`src/design/dasc_ram.sv`:
```
// ----------------------------------------------------------------------------
// dasc_ram
// Generic synchronous ram, one write port, two registered read ports.
// ----------------------------------------------------------------------------
module dasc_ram #(
    parameter int WIDTH = 8,
    parameter int DEPTH = 256
) (
    input  logic                                   clk,
    input  logic                                   we,
    input  logic [((DEPTH > 1) ? $clog2(DEPTH) : 1)-1:0] waddr,
    input  logic [WIDTH-1:0]                       wdata,
    input  logic                                   re,
    input  logic [((DEPTH > 1) ? $clog2(DEPTH) : 1)-1:0] raddr_a,
    input  logic [((DEPTH > 1) ? $clog2(DEPTH) : 1)-1:0] raddr_b,
    output logic [WIDTH-1:0]                       rdata_a,
    output logic [WIDTH-1:0]                       rdata_b
);

    logic [WIDTH-1:0] mem [DEPTH];

    always_ff @(posedge clk)
    begin
        if (we)
        begin
            mem[waddr] <= wdata;
        end
        if (re)
        begin
            rdata_a <= mem[raddr_a];
            rdata_b <= mem[raddr_b];
        end
    end

endmodule

```
`config.mk`:
```
export PLATFORM = sky130hd
export DESIGN_NAME = dasc_ram
export DESIGN_NICKNAME = d
export VERILOG_FILES = /design/src/design/dasc_ram.sv
export SDC_FILE = /design/constraint.sdc
export NUM_CORES = 2
export LEC_CHECK = 0
export BUFFER_PORTS_ARGS = -buffer_cell sky130_fd_sc_hd__buf_4
export CORE_ASPECT_RATIO = 0.75
export CORE_MARGIN = 2
export CORE_UTILIZATION = 45
export DETAILED_ROUTE_END_ITERATION = 7
export SYNTH_ARGS = -nofsm -noshare
export SYNTH_HDL_FRONTEND = slang
export SYNTH_SLANG_ARGS = --single-unit
```
`constraint.sdc`:
```
create_clock -name clk -period 3.7 [get_ports clk]
set_input_delay 0.555 -clock clk [delete_from_list [all_inputs] [get_ports clk]]
set_output_delay 0.555 -clock clk [all_outputs]
set_load 0.02 [all_outputs]
```
After elaboration in Yosys (flattened, before gate mapping)
Memory sizes are Yosys's and may differ from the RTL's. A register that Yosys moved wholly into a read port is not among the register bits.
Index checks and enable logic that the tools add are counted.
{"block": "word_totals", "regBits": 0, "ramBits": 2048, "in_bits": 35, "output_inout_bits": 16, "elab_cells": 3, "mem_count": 1}
{"memory": "mem", "words": 256, "word_bits": 8, "rd": 2, "rd_ports_with_merged_regs": 2, "write_ports": 1, "line_no": "20", "source": "logic [WIDTH-1:0] mem [DEPTH];"}
{"block": "op_classes", "mux": 2}
{"operator": "$mux 1", "n": 2}

Longest topological paths before layout
{"block": "logic_depth", "word_depth": 2, "mapped_depth": 12, "depth_no_buf": 6}

Worst setup path after synthesis
OpenSTA, ideal clock, no wires.
{"block": "synth_path", "kind": "input to register", "from": "input port raddr_b[0] (netlist name)", "to": "register rdata_b[0] (read register of mem) (data pin)", "setup_time_ns": 0.277, "arrival_time_ns": 2.456, "required_time_ns": 3.423, "slack_ns": 0.967, "stages": 9, "n_path_buf": 3, "path_cell_list": "buf_4 -> buf_6 -> buf_2 -> mux4_2 -> mux4_2 -> nand2_1 -> a21oi_1 -> a21oi_1 -> a221oi_2"}
{"element": "start: declaration", "line_no": "15", "source": "input logic [((DEPTH > 1) ? $clog2(DEPTH) : 1)-1:0] raddr_b,"}
{"element": "end: declaration", "line_no": "17", "source": "output logic [WIDTH-1:0] rdata_b"}

==> run summary <==
- **Comb power frac** 9.4%
- **starting density of the core** 45.3%
- **Post-Synthesis Net Count** 4882
- **initial detailed-routing violation count** 8686
- **total of hold buffers inserted after clock tree synthesis** 0
- **first-pass GRT wire length** 449000 um
- **number of top-level pins** 51
- **Cell Area, Synth** 97100 um^2
- **Crit Path Category** input port to flip-flop
- **Via Count** 57535
- **violations in the final reports** capacitance limit
- **register share of total power** 50.7%
- **category of the worst setup path capture point** flip-flop
- **Post-synth EDFFs** 2064
- **Seq cells post-synth** 2064
- **fin. max-slew vios** 0
- **row count** 147
- **slowest CP cell** sky130_fd_sc_hd__a211oi_1
- **cell count after synthesis** 4847
- **maximum buffer depth of the clock tree** 4
- **Num Clock Sinks** 2064
- **min-delay worst type** input port to flip-flop
- **Avg Vias per Cell** 6.85
- **CP Max Fanout** 34
- **Worst setup SP type** input port
- **total detailed-routing wirelength** 324000 um
- **crit path DAT** 4080 ps
- **count of unique library cells instantiated by Yosys** 64
- **total power** 51.1 mW
- **clock power share** 39.9%
- **Port Buf Inserts** 50
- **transition at the pin with the smallest max-transition slack** 1500 ps
- **GRT Overall Usage** 29.5%
- **count of antenna-violating nets left after detailed routing** 0
- **global placer's final weighted congestion** 0.927
- **family with the most delay on the worst path** compound AO/OA/AOI/OAI gates
- **series of cell instances along the critical path** buf_8 -> buf_12 -> buf_12 -> mux4_2 -> mux4_2 -> nand2_1 -> o31ai_1 -> a211oi_1 -> nor4_1
- **core area** 214000 um^2
- **Die Y** 406 um
- **signed area change from the synthesized netlist to the final layout** 14.3%
- **most frequent standard cell in the layout excluding fill and tap cells** sky130_fd_sc_hd__edfxtp_1
- **clock root buffer** sky130_fd_sc_hd__clkbuf_16
- **switching power share of the total** 23.6%
- **share of the synthesized area in the top cell type** 63.8%
- **clock-pin slew reported for the worst setup and hold paths after clock tree synthesis** 60 ps
- **placed cell count** 8026
- **maximum capacitance violations** 1
- **vias in the first global route** 55657
- **highest ir drop seen on vdd** 0.443 mV
- **most frequent cells in the layout** 2064 x sky130_fd_sc_hd__edfxtp_1, 1051 x sky130_fd_sc_hd__mux4_2, 651 x sky130_fd_sc_hd__buf_4
- **status** finished, violations left
- **number of standard cells in the final layout excluding fillers** 8405
- **final setup skew** 59.1 ps
- **maximum frequency from static timing analysis** 285 MHz
- **mean post-synth cell area** 20.0 um^2
- **Finish-stage setup viols** 0
- **async set or reset register ratio after synthesis** 0%
- **number of H-tree levels** 4
- **# Post-CTS Setup Buffers** 0
- **Leakage Power** 35.7 nW
- **required time worst endpoint** 4260 ps
- **max incr delay on CP** 930 ps
- **number of remaining DRC errors** 0
- **clk_lat worst skew** 880 ps
- **power dissipated by switching net loads** 12.0 mW
- **number of buffers and inverters on the critical path** 3
- **final hold violation count** 0
- **cell type with the highest aggregate area in the netlist** sky130_fd_sc_hd__edfxtp_1
- **period utilization** 94.9%
- **max-slew headroom at the worst pin** 0.112%
- **pin count of the biggest net entering global routing** 133
- **nets** 5440
- **HPWL after DPL** 221000 um
- **unrepaired setup endpoints after global routing** false
- **die area** 220000 um^2
- **number of antenna violations at the first check in global routing** 14
- **pwr/cell area** 460 nW/um^2
- **post-DR wirelength/cell** 38.6 um
- **CTS-repair resized insts** 0
- **internal portion of total power** 39.0 mW
- **number of buffers inserted during clock tree synthesis** 208
- **clock period minus final worst setup slack** 3510 ps
- **Die Wd** 540 um
- **top post-synthesis cells by area** sky130_fd_sc_hd__edfxtp_1 64%, sky130_fd_sc_hd__mux4_2 24%, sky130_fd_sc_hd__mux2i_1 2.4%, sky130_fd_sc_hd__nor2_1 1.2%, sky130_fd_sc_hd__o221ai_1 0.59%
- **share of cells above drive strength 1** 38.2%
- **length of the first detailed-routing pass in iterations** 6
- **sequential element share of the synthesized area** 63.8%
- **number of warnings reported in the yosys synthesis log** 0
- **total gr overflow** 0
- **CTS tree** yes
- **dominant register cell in the synthesized netlist** sky130_fd_sc_hd__edfxtp_1
per-layer routing:
metal  GRT usage (%)  vias to the layer above  part of all wire [%]  wire length [um]
li1                -                    22195                     -                 -
met1            44.3                    30897                    41            132000
met2            41.9                     3892                    43            139000
met3            8.54                      537                    13             43100
met4            8.54                       14                   3.2             10300
met5               0                        -                 0.031               102
synth_stat cells, types with 32 or more instances:
cell and n:
sky130_fd_sc_hd__nand3_1 52, sky130_fd_sc_hd__mux2i_1 236, sky130_fd_sc_hd__buf_2 104, sky130_fd_sc_hd__o21ai_0 34, sky130_fd_sc_hd__mux4_2 1051, sky130_fd_sc_hd__mux2_2 38, sky130_fd_sc_hd__nand2_1 114, sky130_fd_sc_hd__a221oi_1 32
sky130_fd_sc_hd__edfxtp_1 2064, sky130_fd_sc_hd__o221ai_1 65, sky130_fd_sc_hd__a21oi_1 79, sky130_fd_sc_hd__buf_8 35, sky130_fd_sc_hd__nor2_1 298, sky130_fd_sc_hd__buf_6 44, sky130_fd_sc_hd__a22oi_1 62, sky130_fd_sc_hd__buf_4 42
sky130_fd_sc_hd__o22ai_1 48, sky130_fd_sc_hd__clkbuf_1 137
flip-flops by register name (all words and copies together), names as in the netlist:
signal,count
rdata_a,8
mem,2048
rdata_b,8
final timing paths:
path          startpoint          to  slack [ps]  cells after the start
min                   re  rdata_b[6]         170                      1
max           raddr_a[0]  rdata_a[4]         190                      9
min reg2reg  mem[207][7]  rdata_a[7]        1210                      5
max reg2reg  mem[227][4]  rdata_a[4]         380                      6
power groups by stage:
stage	logic, mW	clock network (mW)	registers, mW
2_1_floorplan	2.55	0	26.4
5_1_grt	4.96	21.5	25.9
3_3_place_gp	4.72	0	26.4
6_report	4.82	20.4	25.9
3_5_place_dp	4.73	0	26.4
4_1_cts	4.74	20.6	25.9
logic make-up (layout without fill, tap and decap cells):
logic type,count (synthesis),in the layout,synth area share [%]
flip-flops,2064,2064,63.8
multiplexers,1325,1325,27.2
AND/OR/NAND/NOR,591,591,2.69
AO/OA/AOI/OAI,466,466,3.53
buffers and inverters,401,1120,2.73
other,0,8,0
area by class of cell:
class,count,area [um^2]
multi-input cells,2382,32500
well taps,2831,3540
repair buffers,743,6640
flip-flops and latches,2064,62000
fillers,16880,103000
diodes,8,20.0
clock buffers,249,5380
inverters,6,26.3
clock inverters,122,943
metrics by stage:
stage | setup TNS, ps | area [um^2] | hold WS [ps] | worst slack, ps | util, %
finish | 0 | 111000 | 166 | 188 | 51.8
global route | 0 | 111000 | 128 | 257 | 51.8
CTS | 0 | 111000 | 99.2 | 343 | 51.8
detailed placement | -1490 | 105000 | 988 | -558 | 48.9
global placement | -1540 | 105000 | 988 | -570 | 48.9
floorplan | 0 | 97100 | 654 | 967 | -
worst reg2reg max path, cell delays in order, from the launching register on:
cell and delay [ps]:
sky130_fd_sc_hd__edfxtp_1 380, sky130_fd_sc_hd__mux4_2 490, sky130_fd_sc_hd__mux4_2 540, sky130_fd_sc_hd__nand2_1 320, sky130_fd_sc_hd__o31ai_1 290, sky130_fd_sc_hd__a211oi_1 930, sky130_fd_sc_hd__nor4_1 100
Power figures use the tool's default switching activity.
