===== src/design/dasc_pkg.sv =====
// ----------------------------------------------------------------------------
// dasc_pkg
// Shared types and constants for the audio sample dma channel.
// ----------------------------------------------------------------------------
package dasc_pkg;

    localparam int RAM_BYTES_DEF = 65536;
    localparam int CFG_IDX_W = 3;
    localparam int CFG_DATA_W = 24;
    localparam int ADDR_W = 24;

    typedef enum logic [CFG_IDX_W-1:0] {
        REG_CHANNEL_ENABLE  = 3'd0,
        REG_LOOP_ENABLE     = 3'd1,
        REG_SAMPLE_FORMAT   = 3'd2,
        REG_BEGIN_ADDRESS   = 3'd3,
        REG_INITIAL_ADDRESS = 3'd4,
        REG_LIMIT_ADDRESS   = 3'd5,
        REG_RATE_STEP       = 3'd6,
        REG_VOLUME          = 3'd7
    } cfg_reg_t;

    typedef enum logic [1:0] {
        FMT_LO_NIBBLE = 2'd0,
        FMT_HI_NIBBLE = 2'd1,
        FMT_BYTE      = 2'd2,
        FMT_WORD      = 2'd3
    } fmt_t;

    typedef enum logic {
        OP_TICK      = 1'b0,
        OP_RAM_WRITE = 1'b1
    } opcode_t;

    typedef struct packed {
        logic        opcode;
        logic [15:0] ram_address;
        logic [7:0]  ram_data;
    } in_item_t;

    typedef struct packed {
        logic signed [15:0] sample_out;
        logic               fetched;
        logic               stopped;
        logic [ADDR_W-1:0]  current_address;
    } out_item_t;

    // per-item control that travels with the sample through the gain pipeline
    typedef struct packed {
        logic              fetched;
        logic              use_data;
        logic              clr;
        fmt_t              fmt;
        logic              stopped;
        logic [ADDR_W-1:0] address;
    } ctrl_t;

endpackage


===== src/design/dasc_ctrl.sv =====
// ----------------------------------------------------------------------------
// dasc_ctrl
// Configuration registers, phase accumulator, fetch address and stop flag;
// issues sample ram writes for accepted in-range write items and a read for each accepted item.
// ----------------------------------------------------------------------------
module dasc_ctrl #(
    parameter int RAM_BYTES = dasc_pkg::RAM_BYTES_DEF
) (
    input  logic                                  clk,
    input  logic                                  rst_n,
    input  logic                                  in_valid,
    output logic                                  in_stall,
    input  dasc_pkg::in_item_t                    in_item,
    input  logic                                  cfg_valid,
    output logic                                  cfg_ready,
    input  logic [dasc_pkg::CFG_IDX_W-1:0]        cfg_index,
    input  logic [dasc_pkg::CFG_DATA_W-1:0]       cfg_data,
    input  logic                                  stage_take,
    output logic                                  ctrl_valid,
    output dasc_pkg::ctrl_t                       ctrl,
    output logic [7:0]                            vol,
    output logic                                  ram_we,
    output logic [((RAM_BYTES > 1) ? $clog2(RAM_BYTES) : 1)-1:0] ram_waddr,
    output logic [7:0]                            ram_wdata,
    output logic                                  ram_re,
    output logic [((RAM_BYTES > 1) ? $clog2(RAM_BYTES) : 1)-1:0] ram_raddr_a,
    output logic [((RAM_BYTES > 1) ? $clog2(RAM_BYTES) : 1)-1:0] ram_raddr_b
);

    import dasc_pkg::*;

    localparam int AW = (RAM_BYTES > 1) ? $clog2(RAM_BYTES) : 1;
    localparam logic [ADDR_W:0] RAM_SIZE = (ADDR_W + 1)'(RAM_BYTES);
    localparam logic [ADDR_W:0] RAM_LAST = (ADDR_W + 1)'(RAM_BYTES - 1);

    logic              en_reg;
    logic              loop_reg;
    fmt_t              fmt_reg;
    logic [ADDR_W-1:0] begin_reg;
    logic [ADDR_W-1:0] init_reg;
    logic [15:0]       limit_reg;
    logic [ADDR_W-1:0] rate_reg;
    logic [7:0]        vol_reg;

    logic [ADDR_W-1:0] acc_reg;
    logic [ADDR_W-1:0] acc_next;
    logic [ADDR_W-1:0] addr_reg;
    logic [ADDR_W-1:0] addr_next;
    logic              stop_reg;
    logic              stop_next;
    logic              valid_reg;
    logic              valid_next;
    ctrl_t             ctrl_reg;
    ctrl_t             ctrl_next;

    logic              accept;
    logic              free;
    logic              cfg_fire;
    logic [ADDR_W:0]   sum;
    logic [ADDR_W-1:0] adv;
    logic [ADDR_W-1:0] addr_plus1;
    logic              silent;
    logic              limit_hit;
    logic              ram_ok;
    logic [ADDR_W-1:0] waddr_ext;

    assign free      = !valid_reg || stage_take;
    assign in_stall  = !free;
    assign accept    = in_valid && free;
    assign cfg_ready = 1'b1;
    assign cfg_fire  = cfg_valid;

    assign sum        = {1'b0, acc_reg} + {1'b0, rate_reg};
    assign adv        = addr_reg + ((fmt_reg == FMT_WORD) ? ADDR_W'(2) : ADDR_W'(1));
    assign addr_plus1 = addr_reg + ADDR_W'(1);
    assign silent     = {1'b0, addr_reg} >= RAM_LAST;
    assign limit_hit  = adv[15:0] == limit_reg;

    assign ram_ok    = {{(ADDR_W - 15){1'b0}}, in_item.ram_address} < RAM_SIZE;
    assign waddr_ext = {{(ADDR_W - 16){1'b0}}, in_item.ram_address};

    assign ram_we      = accept && (in_item.opcode == OP_RAM_WRITE) && ram_ok;
    assign ram_waddr   = waddr_ext[AW-1:0];
    assign ram_wdata   = in_item.ram_data;
    assign ram_re      = accept;
    assign ram_raddr_a = addr_reg[AW-1:0];
    assign ram_raddr_b = addr_plus1[AW-1:0];

    always_comb
    begin
        acc_next  = acc_reg;
        addr_next = addr_reg;
        stop_next = stop_reg;
        ctrl_next.fetched  = 1'b0;
        ctrl_next.use_data = 1'b0;
        ctrl_next.clr      = 1'b0;
        ctrl_next.fmt      = fmt_reg;
        if (cfg_fire)
        begin
            addr_next = (cfg_reg_t'(cfg_index) == REG_INITIAL_ADDRESS) ? cfg_data : init_reg;
            stop_next = 1'b0;
            acc_next  = '0;
        end
        else if (accept && (in_item.opcode == OP_TICK))
        begin
            if (!en_reg || stop_reg)
            begin
                acc_next      = '0;
                ctrl_next.clr = 1'b1;
            end
            else if (sum[ADDR_W])
            begin
                acc_next           = sum[ADDR_W-1:0];
                addr_next          = adv;
                ctrl_next.fetched  = 1'b1;
                ctrl_next.use_data = !silent;
                ctrl_next.clr      = silent;
                if (limit_hit)
                begin
                    if (loop_reg)
                    begin
                        addr_next = begin_reg;
                    end
                    else
                    begin
                        stop_next          = 1'b1;
                        acc_next           = '0;
                        ctrl_next.use_data = 1'b0;
                        ctrl_next.clr      = 1'b1;
                    end
                end
            end
            else
            begin
                acc_next = sum[ADDR_W-1:0];
            end
        end
        ctrl_next.stopped = stop_next;
        ctrl_next.address = addr_next;
    end

    assign valid_next = accept || (valid_reg && !stage_take);

    always_ff @(posedge clk or negedge rst_n)
    begin
        if (!rst_n)
        begin
            en_reg    <= 1'b0;
            loop_reg  <= 1'b0;
            fmt_reg   <= FMT_LO_NIBBLE;
            begin_reg <= '0;
            init_reg  <= '0;
            limit_reg <= '0;
            rate_reg  <= '0;
            vol_reg   <= '0;
            acc_reg   <= '0;
            addr_reg  <= '0;
            stop_reg  <= 1'b0;
            valid_reg <= 1'b0;
        end
        else
        begin
            acc_reg   <= acc_next;
            addr_reg  <= addr_next;
            stop_reg  <= stop_next;
            valid_reg <= valid_next;
            if (cfg_fire)
            begin
                case (cfg_reg_t'(cfg_index))
                    REG_CHANNEL_ENABLE:  en_reg    <= cfg_data[0];
                    REG_LOOP_ENABLE:     loop_reg  <= cfg_data[0];
                    REG_SAMPLE_FORMAT:   fmt_reg   <= fmt_t'(cfg_data[1:0]);
                    REG_BEGIN_ADDRESS:   begin_reg <= cfg_data;
                    REG_INITIAL_ADDRESS: init_reg  <= cfg_data;
                    REG_LIMIT_ADDRESS:   limit_reg <= cfg_data[15:0];
                    REG_RATE_STEP:       rate_reg  <= cfg_data;
                    REG_VOLUME:          vol_reg   <= cfg_data[7:0];
                    default:             en_reg    <= en_reg;
                endcase
            end
        end
    end

    always_ff @(posedge clk)
    begin
        if (accept)
        begin
            ctrl_reg <= ctrl_next;
        end
    end

    assign ctrl_valid = valid_reg;
    assign ctrl       = ctrl_reg;
    assign vol        = vol_reg;

endmodule


===== config.mk =====
export PLATFORM = sky130hd
export DESIGN_NAME = dasc_ctrl
export DESIGN_NICKNAME = d
export VERILOG_FILES = /design/src/design/dasc_pkg.sv /design/src/design/dasc_ctrl.sv
export SDC_FILE = /design/constraint.sdc
export NUM_CORES = 1
export LEC_CHECK = 0
export BUFFER_PORTS_ARGS = -buffer_cell sky130_fd_sc_hd__buf_2
export CAP_MARGIN = 30
export CORE_ASPECT_RATIO = 1.4
export CORE_MARGIN = 10
export CORE_UTILIZATION = 52
export DETAILED_ROUTE_END_ITERATION = 12
export MAX_ROUTING_LAYER = met4
export PLACE_DENSITY = 0.79
export SYNTH_ARGS = -nofsm -noshare
export SYNTH_HDL_FRONTEND = slang
export SYNTH_SLANG_ARGS = --single-unit

===== constraint.sdc =====
create_clock -name clk -period 3.07 [get_ports clk]
set_input_delay 0.1535 -clock clk [delete_from_list [all_inputs] [get_ports clk]]
set_output_delay 0.1535 -clock clk [all_outputs]
set_load 0.005 [all_outputs]

After elaboration in Yosys (flattened, before gate mapping)
Cells that the tools add are included.
- bits in registers: 180
- input port bits: 57
- output and inout bits: 99
- word-level logic and storage cells: 82
- $add $sub $neg: 3
- $lt $le $gt $ge: 1
- eq/ne operators: 9
- mux-type cells: 24
- bitwise operators: 3
- reduce and logical (&&, ||, !) cells: 24
- operator list (kind ; count):
    $mux W24 ; 13
    $add A24 B24 Y25 ; 1
    $add A24 B2 Y24 ; 1
    $ge A24 B16 Y1 const B ; 1
    $add A16 B1 Y16 const B ; 1
    $eq A16 B16 Y1 ; 1
    $reduce_and A2 Y1 ; 7
    $eq A3 B3 Y1 const B ; 4
    $mux W1 ; 7
    $eq A3 B2 Y1 const B ; 2
    $mux W2 ; 3
    $logic_not A1 Y1 ; 5
    $logic_and A1 B1 Y1 ; 4
    $reduce_or A4 Y1 ; 1
    $eq A3 B1 Y1 const B ; 1
    $logic_not A3 Y1 ; 1
    $logic_or A1 B1 Y1 ; 3
    $mux W3 ; 1
    $not A1 Y1 ; 3
    $reduce_or A3 Y1 ; 1
    $eq A2 B2 Y1 const B ; 1
    $reduce_bool A2 Y1 ; 1
    $reduce_or A2 Y1 ; 1

Longest topological paths before layout
Gate-level depths: netlist of the first run.
- word-level depth: 9
- mapped depth: 14
- mapped depth without buffers: 12

Worst setup path after synthesis of the first run
OpenSTA, ideal clock, no wires.
- path kind: register -> register
- start: register addr_reg[0]
- end: register ctrl_reg (netlist bit ctrl[7]), data pin
- library setup time: 0.265 ns
- arrival time: 3.059 ns
- required time: 2.805 ns
- path slack: -0.254 ns
- stages on the path, launching flop included: 12
- path buffers: 1
- clock period less this slack: 3.324 ns
- cells stage by stage: dfrtp_1 -> ha_1 -> fa_1 -> xor2_1 -> xnor2_1 -> o2111ai_1 -> or4b_4 -> nor4_4 -> nand4_1 -> buf_6 -> mux2i_1 -> a221o_1
- longest elaborated chain between the ends: 7
- elaborated cells on any way between the ends: 8
- classes of those cells: add/sub (1); eq/ne (1); mux (6)
- ends and longest elaborated chain (item ; RTL line ; text):
    from (decl) ; dasc_ctrl.sv:47 ; logic [ADDR_W-1:0] addr_reg;
    from (signal assigned) ; dasc_ctrl.sv:164 ; addr_reg <= addr_next;
    $add A24 B2 Y24 * ; dasc_ctrl.sv:74 ; assign adv = addr_reg + ((fmt_reg == FMT_WORD) ? ADDR_W'(2) : ADDR_W'(1));
    $eq A16 B16 Y1 or $mux W24 (tied branches) ; dasc_ctrl.sv:77, dasc_ctrl.sv:120 ;
    $mux W24 * ; dasc_ctrl.sv:118 ; if (limit_hit)
    $mux W24 * ; dasc_ctrl.sv:111 ; else if (sum[ADDR_W])
    $mux W24 * ; dasc_ctrl.sv:106 ; if (!en_reg || stop_reg)
    $mux W24 * ; dasc_ctrl.sv:104 ; else if (accept && (in_item.opcode == OP_TICK))
    $mux W24 * ; dasc_ctrl.sv:98 ; if (cfg_fire)
    named net addr_next[7] ; dasc_ctrl.sv:48 ; logic [ADDR_W-1:0] addr_next;
    to (signal assigned) ; dasc_ctrl.sv:188 ; ctrl_reg <= ctrl_next;
    to (decl) ; dasc_ctrl.sv:53 ; ctrl_t ctrl_reg;
The timed path passes the listed nets; every way through them passes the cells marked *.
A chain may end at the register's enable or synchronous reset.

Final worst setup path of the first run
- start: register fmt_reg[0]
- end: register ctrl_reg (netlist bit ctrl[21]), data pin
- longest elaborated chain between the ends: 9
- elaborated cells on any way between the ends: 10
- classes of those cells: add/sub (1); eq/ne (2); mux (7)
- ends and longest elaborated chain (item ; RTL line ; text):
    from (decl) ; dasc_ctrl.sv:38 ; fmt_t fmt_reg;
    from (signal assigned) ; dasc_ctrl.sv:172 ; REG_SAMPLE_FORMAT: fmt_reg <= fmt_t'(cfg_data[1:0]);
    $eq A2 B2 Y1 * ; dasc_ctrl.sv:74 ;
    $mux W2 * ; dasc_ctrl.sv:74 ;
    $add A24 B2 Y24 * ; dasc_ctrl.sv:74 ;
    $eq A16 B16 Y1 or $mux W24 (tied branches) ; dasc_ctrl.sv:77, dasc_ctrl.sv:120 ;
    $mux W24 * ; dasc_ctrl.sv:118 ;
    $mux W24 * ; dasc_ctrl.sv:111 ;
    $mux W24 * ; dasc_ctrl.sv:106 ;
    $mux W24 * ; dasc_ctrl.sv:104 ;
    $mux W24 * ; dasc_ctrl.sv:98 ;
    named net addr_next[21] ; dasc_ctrl.sv:48 ;
Marks and branches as above.

==> reports/qor.log, run 1 <==
[placed_design] post-detailed-placement half-perimeter wirelength 18000 µm
[sta] clock skew after layout 0.0107 ns
[routing] detailed router's first-iteration violation count 800
[finish] fill cell instance count of the final layout 1482
[sta] unrepaired setup endpoints after global routing yes
[clock_network] TritonCTS clock tree built
[worst_setup_path] Worst setup EP type flop
[logic_synthesis] dominant synthesized flop cell dfrtp_1
[worst_setup_path] Critical Path Start Type flop
[status] outcome finished, violations left
[sta] Final Cycle Share 112%
[power] worst supply voltage drop on vdd 0.349 mV
[logic_synthesis] synthesized flop and latch total 180
[clock_network] number of buffers created by CTS 17
[sta] Slew Viols, Final 0
[grt] largest net degree at the start of global routing 80
[logic_synthesis] Gate Count Post-Synth 827
[min_path] Hold Crit Class input port to flop
[worst_setup_path] CP required 3.24 ns
[logic_synthesis] share of flip-flops with an asynchronous set or reset 83.3%
[placed_design] weighted congestion reported at the end of routability-driven placement 0.952
[finish] fraction of final layout cells sized beyond drive strength 1 39.4%
[worst_setup_path] signal arrival time at the worst endpoint 3.62 ns
[routing] via count of the routed design 7161
[logic_synthesis] Distinct cells, synth 74
[routing] number of detailed-route iterations in the first pass 5
[routing] DRC 0
[grt] number of global-route vias before repair 7397
[power] Leak Pwr 0.00530 µW
[logic_synthesis] most frequent cell after synthesis dfrtp_1
[sta] minimum period implied by the final worst setup slack 3.45 ns
[grt] initial antenna violation count 1
[logic_synthesis] most frequent cells after synthesis dfrtp_1, mux2_2, buf_4
[status] violated checks negative setup slack
[die] DIE HEIGHT 183 µm
[die] site row count 59
[sta] final hold viol count 0
[grt] remaining global-route overflow 0
[sta] least setup slack across all paths after layout -0.376 ns
[sta] worst-case headroom to the max-slew limit 37.4%
[flow_run] # Max-Cap Violations 0
[routing] antenna-violating nets left 0
[clock_network] clock-pin slew reported for the worst setup and hold paths after clock tree synthesis 0.07 ns
[clock_network] root cell of the clock tree clkbuf_16
[die] number of top-level pins 156
[grt] global-route wire length before repair 39600 µm
[finish] Total Nets Final 1042
[logic_synthesis] Syn Std Cell Area 9830 µm²
[sta] setup violators final 76
[routing] wirelength, routed 25300 µm
[worst_setup_path] Crit Path Class flop to flop
[power] Power per Cell Area 623 nW/µm²
[logic_synthesis] biggest area consumer among synthesized cells dfrtp_1
[finish] area delta synth->final 17.8%
[clock_network] number of sinks driven by the clock tree 180
[placed_design] setup slack after placement -0.367 ns
[clock_network] count of H-tree levels built during CTS 4
[finish] Sequential cell area 4650 µm²
[logic_synthesis] largest cells by area after synthesis dfrtp_1, mux2_2, edfxtp_1
[logic_synthesis] sequential fraction of the synthesis area 47.3%
[clock_network] deepest clock path buffer count 2
[power] total power draw 7210 µW
[grt] overall global routing resource usage 20.6%
[logic_synthesis] number of flops mapped to enable cells by yosys 30
[sta] worst-margin pin slew 0.932 ns
[die] effective utilization at floorplan 52.9%
[sta] f_max 0.290 GHz
[die] standard cell core area 18600 µm²
[clock_network] Skew-Pair Late Insertion Delay 0.43 ns
[logic_synthesis] total number of yosys warnings 0
[logic_synthesis] syn_area_per_cell 11.9 µm²
[finish] flip-flop count of the largest register, all copies and words added 30
[logic_synthesis] post-synth top area share 38.2%
[die] DIE WIDTH 136 µm
[logic_synthesis] net count after synthesis 913
[finish] area used by multi-input combinational logic 4720 µm²
[worst_setup_path] Crit Path Max Fanout 4
[die] area of the die 24900 µm²
[routing] Vias per Instance 5.90
[placed_design] IO Port Bufs 106
[routing] routed len/inst 20.8 µm
## routing by layer
layer | track usage [%] | routed length [µm] | vias up
met4 | 8.59 | 914 | 0
met2 | 33.6 | 12700 | 252
met5 | - | 0 | -
met3 | 3.99 | 1350 | 87
li1 | - | - | 3256
met1 | 24.4 | 10300 | 3566
## logic make-up after synthesis
kind of cell             count (synthesis)  synth area share, %
XOR/XNOR                                69                 6.30
other                                    1               0.0381
adder cells (fa/ha/maj)                 29                 3.84
AO/OA/AOI/OAI                          149                 11.0
AND/OR/NAND/NOR                        153                 9.00
multiplexers                           144                 16.2
flip-flops                             180                 47.3
buffers and inverters                  102                 6.30
## worst paths after layout
check / end / cells past startpoint / slack, ns / start
setup / recovery: ctrl[21] / 12 / -0.38 / fmt_reg[0]
hold / removal: begin_reg[19] / 2 / 0.02 / cfg_data[19]
setup reg to reg: ctrl[21] / 12 / -0.38 / fmt_reg[0]
hold reg to reg: vol[4] / 1 / 0.50 / vol[4]
max in group asynchronous: addr_reg[7] / 3 / 1.81 / rst_n
min in group asynchronous: rate_reg[21] / 2 / 0.31 / rst_n
## stage by stage
step | util, % | setup TNS (ns) | cell area (µm²) | hold WS, ns | instances
4_1_cts | 62.1 | -11.76 | 11500 | 0.00146 | 1212
2_1_floorplan | - | -0.0485 | 9840 | -0.142 | 827
6_report | 62.3 | -16.17 | 11600 | 0.0163 | 1214
3_5_place_dp | 57.5 | -14.47 | 10700 | 0.236 | 1165
5_1_grt | 62.3 | -25.73 | 11600 | 0.0152 | 1214
3_3_place_gp | 57.5 | -11.41 | 10700 | 0.236 | 1165
## power breakdown
part,switching (µW),internal (µW)
clock network,949,1210
registers,303,2860
logic,934,962
## layout make-up
| cell class | instances | area share, % |
|---|---|---|
| multi-input combinational | 548 | 40.7 |
| sequential | 180 | 40.2 |
| timing repair buffer | 191 | 10.9 |
| clock buffer | 18 | 3.70 |
| tap | 244 | 2.63 |
| clock inverter | 14 | 1.30 |
| inverter | 18 | 0.583 |
| antenna | 1 | 0.0216 |
## cell usage in the layout (no fill, tap or decap), types with 5 or more instances in the layout
cell type,n
a22oi_1,20
nand3_1,19
buf_4,73
mux2_2,123
clkbuf_16,17
a21o_1,8
inv_1,17
xor2_1,27
nand2b_1,9
o21ai_0,16
a22o_1,23
edfxtp_1,30
and3_1,9
nor3_1,6
a21oi_1,14
ha_1,26
inv_6,5
nand4_1,13
buf_2,105
mux2i_1,21
xnor2_1,40
nor2_1,24
o21ai_1,19
buf_6,6
dfrtp_1,150
nand2_1,27
## worst max-delay path: stages, from the launching register on
cell,delay (ns)
dfrtp_1,0.39
nand2_2,0.11
inv_1,0.09
ha_1,0.33
a21oi_2,0.10
or4_4,0.44
xnor2_1,0.15
a221o_1,0.34
nor4_4,0.31
nand4_1,0.22
buf_4,0.20
and3_1,0.14
or3_4,0.38
## repair_timing
action	CTS	global route
endpoints found under the hold margin	79	0
endpoints found under the setup margin	75	76
resized for setup	21	7
pin swaps	31	10
cloned	4	0
setup buffers	8	1
hold buffers	3	0
Note: power is estimated with default switching activity, not from simulation.
==> run 2, diff against run 1 <==
--- a/config.mk
+++ b/config.mk
@@ -5,6 +5,7 @@
 export SDC_FILE = /design/constraint.sdc
 export NUM_CORES = 1
 export LEC_CHECK = 0
+export ABC_AREA = 1
 export BUFFER_PORTS_ARGS = -buffer_cell sky130_fd_sc_hd__buf_2
 export CAP_MARGIN = 30
 export CORE_ASPECT_RATIO = 1.4
==> reports/qor.log, run 2 <==
[status] outcome finished clean
[power] Leak Pwr 0.00599 µW [+13%]
[logic_synthesis] XOR/XNOR Fraction of Synth Area 3.06% [-3.2 points]
[die] DIE WIDTH 141 µm [+3.2%]
[finish] area delta synth->final 13.5%
[routing] DRC 0 [unchanged]
[sta] worst-margin pin slew 0.913 ns [-0.0184 ns]
[placed_design] setup slack after placement 0.00000511 ns [+0.367 ns]
[logic_synthesis] Distinct cells, synth 42 [-43%]
[finish] top library cells by usage in the layout, fill and taps aside nand2_1, dfrtp_1, inv_1
[clock_network] number of sinks driven by the clock tree 180 [unchanged]
[logic_synthesis] synthesized-area fraction occupied by ao, oa, aoi and oai cells 11.9% [+0.95 points]
[die] number of top-level pins 156 [unchanged]
[clock_network] deepest clock path buffer count 2 [unchanged]
[die] effective utilization at floorplan 53.2% [+0.33 points]
[logic_synthesis] Syn Std Cell Area 10600 µm² [+7.8%]
[power] Clock Power Share 31.2% [+1.3 points]
[die] standard cell core area 19900 µm² [+7.1%]
[logic_synthesis] share of cell area taken by muxes after synthesis 0% [-16 points]
[logic_synthesis] Synth Area in Simple Gates 27.2% [+18 points]
[clock_network] count of H-tree levels built during CTS 4 [unchanged]
[routing] detailed router's first-iteration violation count 996 [+25%]
[sta] worst hold slack across all endpoints 0.0152 ns [-0.00111 ns]
[sta] clock skew after layout 0.00880 ns [-0.00192 ns]
[sta] worst-case headroom to the max-slew limit 39.0% [+1.6 points]
[die] site row count 61 [+3.4%]
[logic_synthesis] most frequent cells after synthesis nand2_1, dfrtp_1, inv_1
[worst_setup_path] Crit Path Max Fanout 6 [+2]
[worst_setup_path] Worst setup EP type flop
[finish] commonest non-fill, non-tap cell in the layout nand2_1
[worst_setup_path] CP required 3.23 ns [about the same]
[finish] fraction of final layout cells sized beyond drive strength 1 14.9% [-25 points]
[routing] wirelength, routed 30300 µm [+20%]
[sta] setup violators final 0 [-100%]
[logic_synthesis] most frequent cell after synthesis nand2_1
[sta] least setup slack across all paths after layout 0.0537 ns [+0.429 ns]
[logic_synthesis] post-synth top area share 35.4% [-2.7 points]
[clock_network] TritonCTS clock tree built
[finish] fill cell instance count of the final layout 1753 [+18%]
[grt] largest net degree at the start of global routing 70 [-13%]
[finish] area used by multi-input combinational logic 5000 µm² [+5.9%]
[sta] final hold viol count 0 [unchanged]
[finish] flip-flop count of the largest register, all copies and words added 30 [unchanged]
[sta] Slew Viols, Final 0 [unchanged]
[logic_synthesis] dominant combinational cell family by area after synthesis simple AND/OR/NAND/NOR gates
[grt] global-route wire length before repair 47500 µm [+20%]
[die] DIE HEIGHT 189 µm [+3.4%]
[sta] minimum period implied by the final worst setup slack 3.02 ns [-0.429 ns]
[power] proportion of power drawn by flip-flops and latches 43.6% [-0.2 points]
[routing] antenna-violating nets left 0 [unchanged]
[finish] Total Nets Final 1542 [+48%]
[power] power spent charging and discharging nets 2350 µW [+7.3%]
[grt] number of global-route vias before repair 9354 [+26%]
[power] Internal Power 4660 µW [-7.2%]
[power] net switching share of the total power 33.5% [+3.2 points]
[worst_setup_path] Critical Path Start Type flop
[logic_synthesis] total number of yosys warnings 0 [unchanged]
[grt] initial antenna violation count 3 [+2]
[worst_setup_path] Crit Path Class flop to flop
[routing] Vias per Instance 5.62 [-4.6%]
[logic_synthesis] largest cells by area after synthesis dfrtp_1, nand2_1, edfxtp_1
[worst_setup_path] signal arrival time at the worst endpoint 3.18 ns [-0.44 ns]
[sta] Final Cycle Share 98.2% [-14 points]
[min_path] Hold Crit Class input port to flop
[logic_synthesis] share of flip-flops with an asynchronous set or reset 83.3% [unchanged]
[die] area of the die 26600 µm² [+6.7%]
[grt] remaining global-route overflow 0 [unchanged]
[placed_design] IO Port Bufs 106 [unchanged]
[finish] Sequential cell area 4650 µm² [unchanged]
[placed_design] post-detailed-placement half-perimeter wirelength 21500 µm [+19%]
[logic_synthesis] syn_area_per_cell 7.68 µm² [-35%]
[logic_synthesis] biggest area consumer among synthesized cells dfrtp_1
[logic_synthesis] number of flops mapped to enable cells by yosys 30 [unchanged]
[sta] f_max 0.332 GHz [+14%]
[clock_network] root cell of the clock tree clkbuf_16
[routing] via count of the routed design 9697 [+35%]
[routing] routed len/inst 17.6 µm [-16%]
[power] Power per Cell Area 583 nW/µm² [-6.4%]
[grt] overall global routing resource usage 22.6% [+1.9 points]
[logic_synthesis] sequential fraction of the synthesis area 43.9% [-3.4 points]
[logic_synthesis] net count after synthesis 1466 [+61%]
[logic_synthesis] dominant synthesized flop cell dfrtp_1
[power] Comb pwr share 25.1% [-1.2 points]
[clock_network] number of buffers created by CTS 17 [unchanged]
[clock_network] Skew-Pair Late Insertion Delay 0.44 ns [about the same]
[clock_network] clock-pin slew reported for the worst setup and hold paths after clock tree synthesis 0.07 ns [about the same]
[flow_run] # Max-Cap Violations 0 [unchanged]
[logic_synthesis] Gate Count Post-Synth 1380 [+67%]
[power] worst supply voltage drop on vdd 0.386 mV [+11%]
[power] total power draw 7010 µW [-2.8%]
[routing] number of detailed-route iterations in the first pass 8 [+3]
[logic_synthesis] synthesized flop and latch total 180 [unchanged]
[placed_design] weighted congestion reported at the end of routability-driven placement 1.00 [+5.5%]
[logic_synthesis] area share of fa/ha/maj cells after synthesis 3.57% [-0.28 points]
[run 2: cell count changes in the layout (fill, tap and decap cells not counted), sizes merged, moves of 30 or more]
cell,delta
a21oi,+64
mux2,-123
o21ai,+103
inv,+121
buf,-45
nor2,+64
nand2,+371
xnor2,-30
nand3,+75
[run 2: cell families after synthesis]
family                     after synthesis
and+or+nand+nor                        654
other                                    1
buffers and inverters                  237
DFF                                    180
AOI/OAI and AO/OA                      242
adders and majority gates               29
xor gates and xnor gates                37
[run 2: cell type report]
class	count	share of cell area [%]
antenna	3	0.0624
clock inverter	12	1.21
tap	252	2.62
sequential	180	38.7
multi-input combinational	967	41.5
timing repair buffer	149	7.82
inverter	141	4.40
clock buffer	20	3.63
[run 2: routing by layer]
metal / track usage [%] / share of wire (%)
met4: 10.2 / 3.8
met3: 4.08 / 7.2
met2: 36.2 / 49
met5: - / 0
met1: 27.2 / 40
[run 2: final timing paths]
kind / slack, ns / endpoint / startpoint / depth (start not counted)
setup / recovery: 0.05 / ctrl[8] / fmt_reg[0] / 17
hold / removal: 0.02 / begin_reg[22] / cfg_data[22] / 3
setup reg to reg: 0.05 / ctrl[8] / fmt_reg[0] / 17
hold reg to reg: 0.48 / acc_reg[17] / acc_reg[17] / 2
max in group asynchronous: 2.15 / ctrl_valid / rst_n / 3
min in group asynchronous: 0.20 / acc_reg[0] / rst_n / 2
[run 2: what timing repair did]
action | in CTS | in global routing
pin swaps | 0 | 9
setup endpoints to repair | 4 | 76
endpoints found under the hold margin | 44 | 0
setup buffers | 0 | 11
hold buffers | 6 | 0
resized for setup | 2 | 19
cloned | 0 | 4
[run 2: power groups by stage]
stage	clock network (µW)	registers (µW)	logic [µW]
global route	2320	3100	1990
finish	2190	3060	1760
detailed placement	0	3090	1650
CTS	2240	3050	1670
floorplan	0	3010	1220
global placement	0	3080	1610
[run 2: worst max-delay path, stage by stage (launching register included)]
cell	delay (ns)
dfrtp_1	0.40
nand2_2	0.12
ha_4	0.16
fa_2	0.26
nand3_4	0.13
nor2_4	0.24
nand3_2	0.15
nand2_1	0.09
nand3_1	0.08
nand2_1	0.10
nand3_1	0.12
nor2_4	0.22
buf_4	0.16
nand3_4	0.17
nand2_1	0.11
nand3_1	0.07
nand2_1	0.07
nand2_1	0.09
[run 2: stage by stage]
step / area, µm² / utilization [%] / TNS (ns) / cells
2_1_floorplan: 10600 / - / 0 / 1380
3_3_place_gp: 11100 / 55.9 / 0 / 1668
3_5_place_dp: 11100 / 55.9 / 0 / 1668
4_1_cts: 11800 / 59.2 / 0 / 1706
5_1_grt: 12000 / 60.4 / -0.222 / 1724
6_report: 12000 / 60.4 / 0 / 1724
==> run 3, diff against run 2 <==
==> constraint.sdc (replaced) <==
create_clock -name clk -period 3.07 [get_ports clk]
set_input_delay 0.4605 -clock clk [delete_from_list [all_inputs] [get_ports clk]]
set_output_delay 0.4605 -clock clk [all_outputs]
set_load 0.005 [all_outputs]
==> reports/qor.log, run 3 (synthesis results as in run 2) <==
[finish] Sequential cell area 4660 µm² [about the same]
[finish] flip-flop count of the largest register, all copies and words added 30 [unchanged]
[sta] worst-case headroom to the max-slew limit 39.3% [+0.29 points]
[sta] setup violators final 0 [unchanged]
[clock_network] Skew-Pair Late Insertion Delay 0.44 ns [about the same]
[grt] overall global routing resource usage 22.3% [-0.29 points]
[die] DIE WIDTH 141 µm [unchanged]
[power] Leak Pwr 0.00593 µW [-0.87%]
[routing] detailed router's first-iteration violation count 1243 [+25%]
[die] number of top-level pins 156 [unchanged]
[flow_run] # Max-Cap Violations 0 [unchanged]
[finish] commonest non-fill, non-tap cell in the layout nand2_1
[grt] global-route wire length before repair 47100 µm [-0.93%]
[finish] Finished Core Util 59.8% [-0.55 points]
[sta] Slew Viols, Final 0 [unchanged]
[finish] Total Nets Final 1529 [-0.84%]
[sta] minimum period implied by the final worst setup slack 3.00 ns [-0.0204 ns]
[placed_design] IO Port Bufs 106 [unchanged]
[die] standard cell core area 19900 µm² [unchanged]
[routing] antenna-violating nets left 0 [unchanged]
[clock_network] TritonCTS clock tree built
[routing] via count of the routed design 9681 [-0.16%]
[sta] worst-margin pin slew 0.910 ns [-0.00319 ns]
[worst_setup_path] worst-path cell chain nand2_2 -> ha_4 -> fa_2 -> nand3_4 -> nor2_4 -> nand3_2 -> nand2_1 -> nand3_1 -> nand2_1 -> nand3_1 -> nor2_4 -> nand3_4 -> nand2_1 -> nand3_1 -> nand2_1 -> nand2_1
[sta] Final Cycle Share 97.6% [-0.66 points]
[routing] Vias per Instance 5.66 [+0.59%]
[sta] worst hold slack across all endpoints 0.0836 ns [+0.0684 ns]
[clock_network] number of sinks driven by the clock tree 180 [unchanged]
[sta] Fin Setup TNS 0 ns [unchanged]
[worst_setup_path] CP required 3.25 ns [+0.02 ns]
[finish] fraction of final layout cells sized beyond drive strength 1 15.3% [+0.42 points]
[routing] wirelength, routed 29900 µm [-1.3%]
[die] site row count 61 [unchanged]
[placed_design] weighted congestion reported at the end of routability-driven placement 1.03 [+2.9%]
[clock_network] count of H-tree levels built during CTS 4 [unchanged]
[finish] area used by multi-input combinational logic 5020 µm² [+0.50%]
[finish] fill cell instance count of the final layout 1716 [-2.1%]
[worst_setup_path] delay-heaviest family, CP simple AND/OR/NAND/NOR gates
[power] Power per Cell Area 580 nW/µm² [-0.50%]
[power] worst supply voltage drop on vdd 0.420 mV [+8.8%]
[min_path] Hold Crit Class input port to asynchronous set/reset pin
[routing] routed len/inst 17.5 µm [-0.53%]
[routing] number of detailed-route iterations in the first pass 8 [unchanged]
[worst_setup_path] worst setup path startpoint fmt_reg[1]
[power] total power draw 6910 µW [-1.4%]
[grt] largest net degree at the start of global routing 88 [+26%]
[worst_setup_path] number of buffers and inverters on the critical path 0 [-1]
[worst_setup_path] slowest CP cell dfrtp_1
[worst_setup_path] most numerous cell on the critical path nand2_1
[finish] top library cells by usage in the layout, fill and taps aside nand2_1, dfrtp_1, inv_1
[clock_network] root cell of the clock tree clkbuf_16
[placed_design] post-detailed-placement half-perimeter wirelength 21100 µm [-1.8%]
[status] outcome finished clean
[worst_setup_path] Crit Path Max Fanout 12 [+6]
[clock_network] CTS hold repair buffers 0 [-6]
[grt] initial antenna violation count 4 [+1]
[sta] clock skew after layout 0.0150 ns [+0.00623 ns]
[sta] final hold viol count 0 [unchanged]
[finish] area delta synth->final 12.5%
[worst_setup_path] Crit Path Class flop to flop
[sta] f_max 0.334 GHz [+0.68%]
[clock_network] deepest clock path buffer count 2 [unchanged]
[grt] number of global-route vias before repair 9420 [+0.71%]
[die] DIE HEIGHT 189 µm [unchanged]
[worst_setup_path] origin of the critical flop-to-flop path fmt_reg[1]
[worst_setup_path] Critical Path Max Stage Delay 0.41 ns [about the same]
[die] effective utilization at floorplan 53.2% [unchanged]
[worst_setup_path] signal arrival time at the worst endpoint 3.17 ns [about the same]
[clock_network] number of buffers created by CTS 17 [unchanged]
[worst_setup_path] Worst setup EP type flop
[worst_setup_path] Critical Path Start Type flop
[routing] DRC 0 [unchanged]
[clock_network] clock-pin slew reported for the worst setup and hold paths after clock tree synthesis 0.07 ns [about the same]
[die] area of the die 26600 µm² [unchanged]
[grt] remaining global-route overflow 0 [unchanged]
[run 3: path summary, 6_finish.rpt]
| path | end | slack [ns] | cells past startpoint |
|---|---|---|---|
| setup reg to reg | ctrl[8] | 0.07 | 16 |
| min in group clk | ctrl_valid | 0.23 | 2 |
| max in group asynchronous | addr_reg[17] | 2.22 | 2 |
| hold reg to reg | acc_reg[4] | 0.48 | 2 |
| setup / recovery | ctrl[8] | 0.07 | 16 |
| hold / removal | vol[7] | 0.08 | 1 |
[run 3: cell type report]
cell class | instances | area share [%]
clock inverter | 12 | 0.903
tap | 252 | 2.65
sequential | 180 | 39.1
antenna | 4 | 0.0840
timing repair buffer | 137 | 6.91
multi-input combinational | 966 | 42.1
clock buffer | 19 | 3.80
inverter | 141 | 4.44
[run 3: repair_timing]
action,4_1_cts,5_1_grt
setup buffers,0,6
gates resized for setup,0,31
setup endpoints to repair,0,77
[run 3: power breakdown]
part	switching (µW)	total [µW]	internal [µW]	leakage (µW)
logic	1100	1740	636	0.00347
registers	272	3060	2790	0.00219
clock network	1010	2110	1110	0.000274
total	2380	6910	4530	0.00593
[run 3: through the flow]
| stage | instance area [µm²] | cells | worst slack (ns) |
|---|---|---|---|
| after floorplan | 10600 | 1380 | 0.339 |
| after global placement | 11100 | 1667 | 0.142 |
| after detailed placement | 11100 | 1667 | 0.0538 |
| after CTS | 11700 | 1698 | 0.00962 |
| after global routing | 11900 | 1711 | -0.0567 |
| final | 11900 | 1711 | 0.0741 |
[run 3: metal layers]
metal	wire length [µm]	vias up	GRT usage (%)
li1	-	4625	-
met1	11500	4503	25.7
met2	14800	460	36.5
met3	2460	93	4.63
met4	1150	0	10.2
met5	0	-	-
[run 3: worst register-to-register path: stages (launching register included)]
cell	delay, ns
dfrtp_1	0.41
nand2_2	0.13
ha_4	0.16
fa_2	0.29
nand3_4	0.11
nor2_4	0.23
nand3_2	0.14
nand2_1	0.10
nand3_1	0.07
nand2_1	0.12
nand3_1	0.13
nor2_4	0.26
nand3_4	0.26
nand2_1	0.13
nand3_1	0.08
nand2_1	0.06
nand2_1	0.07
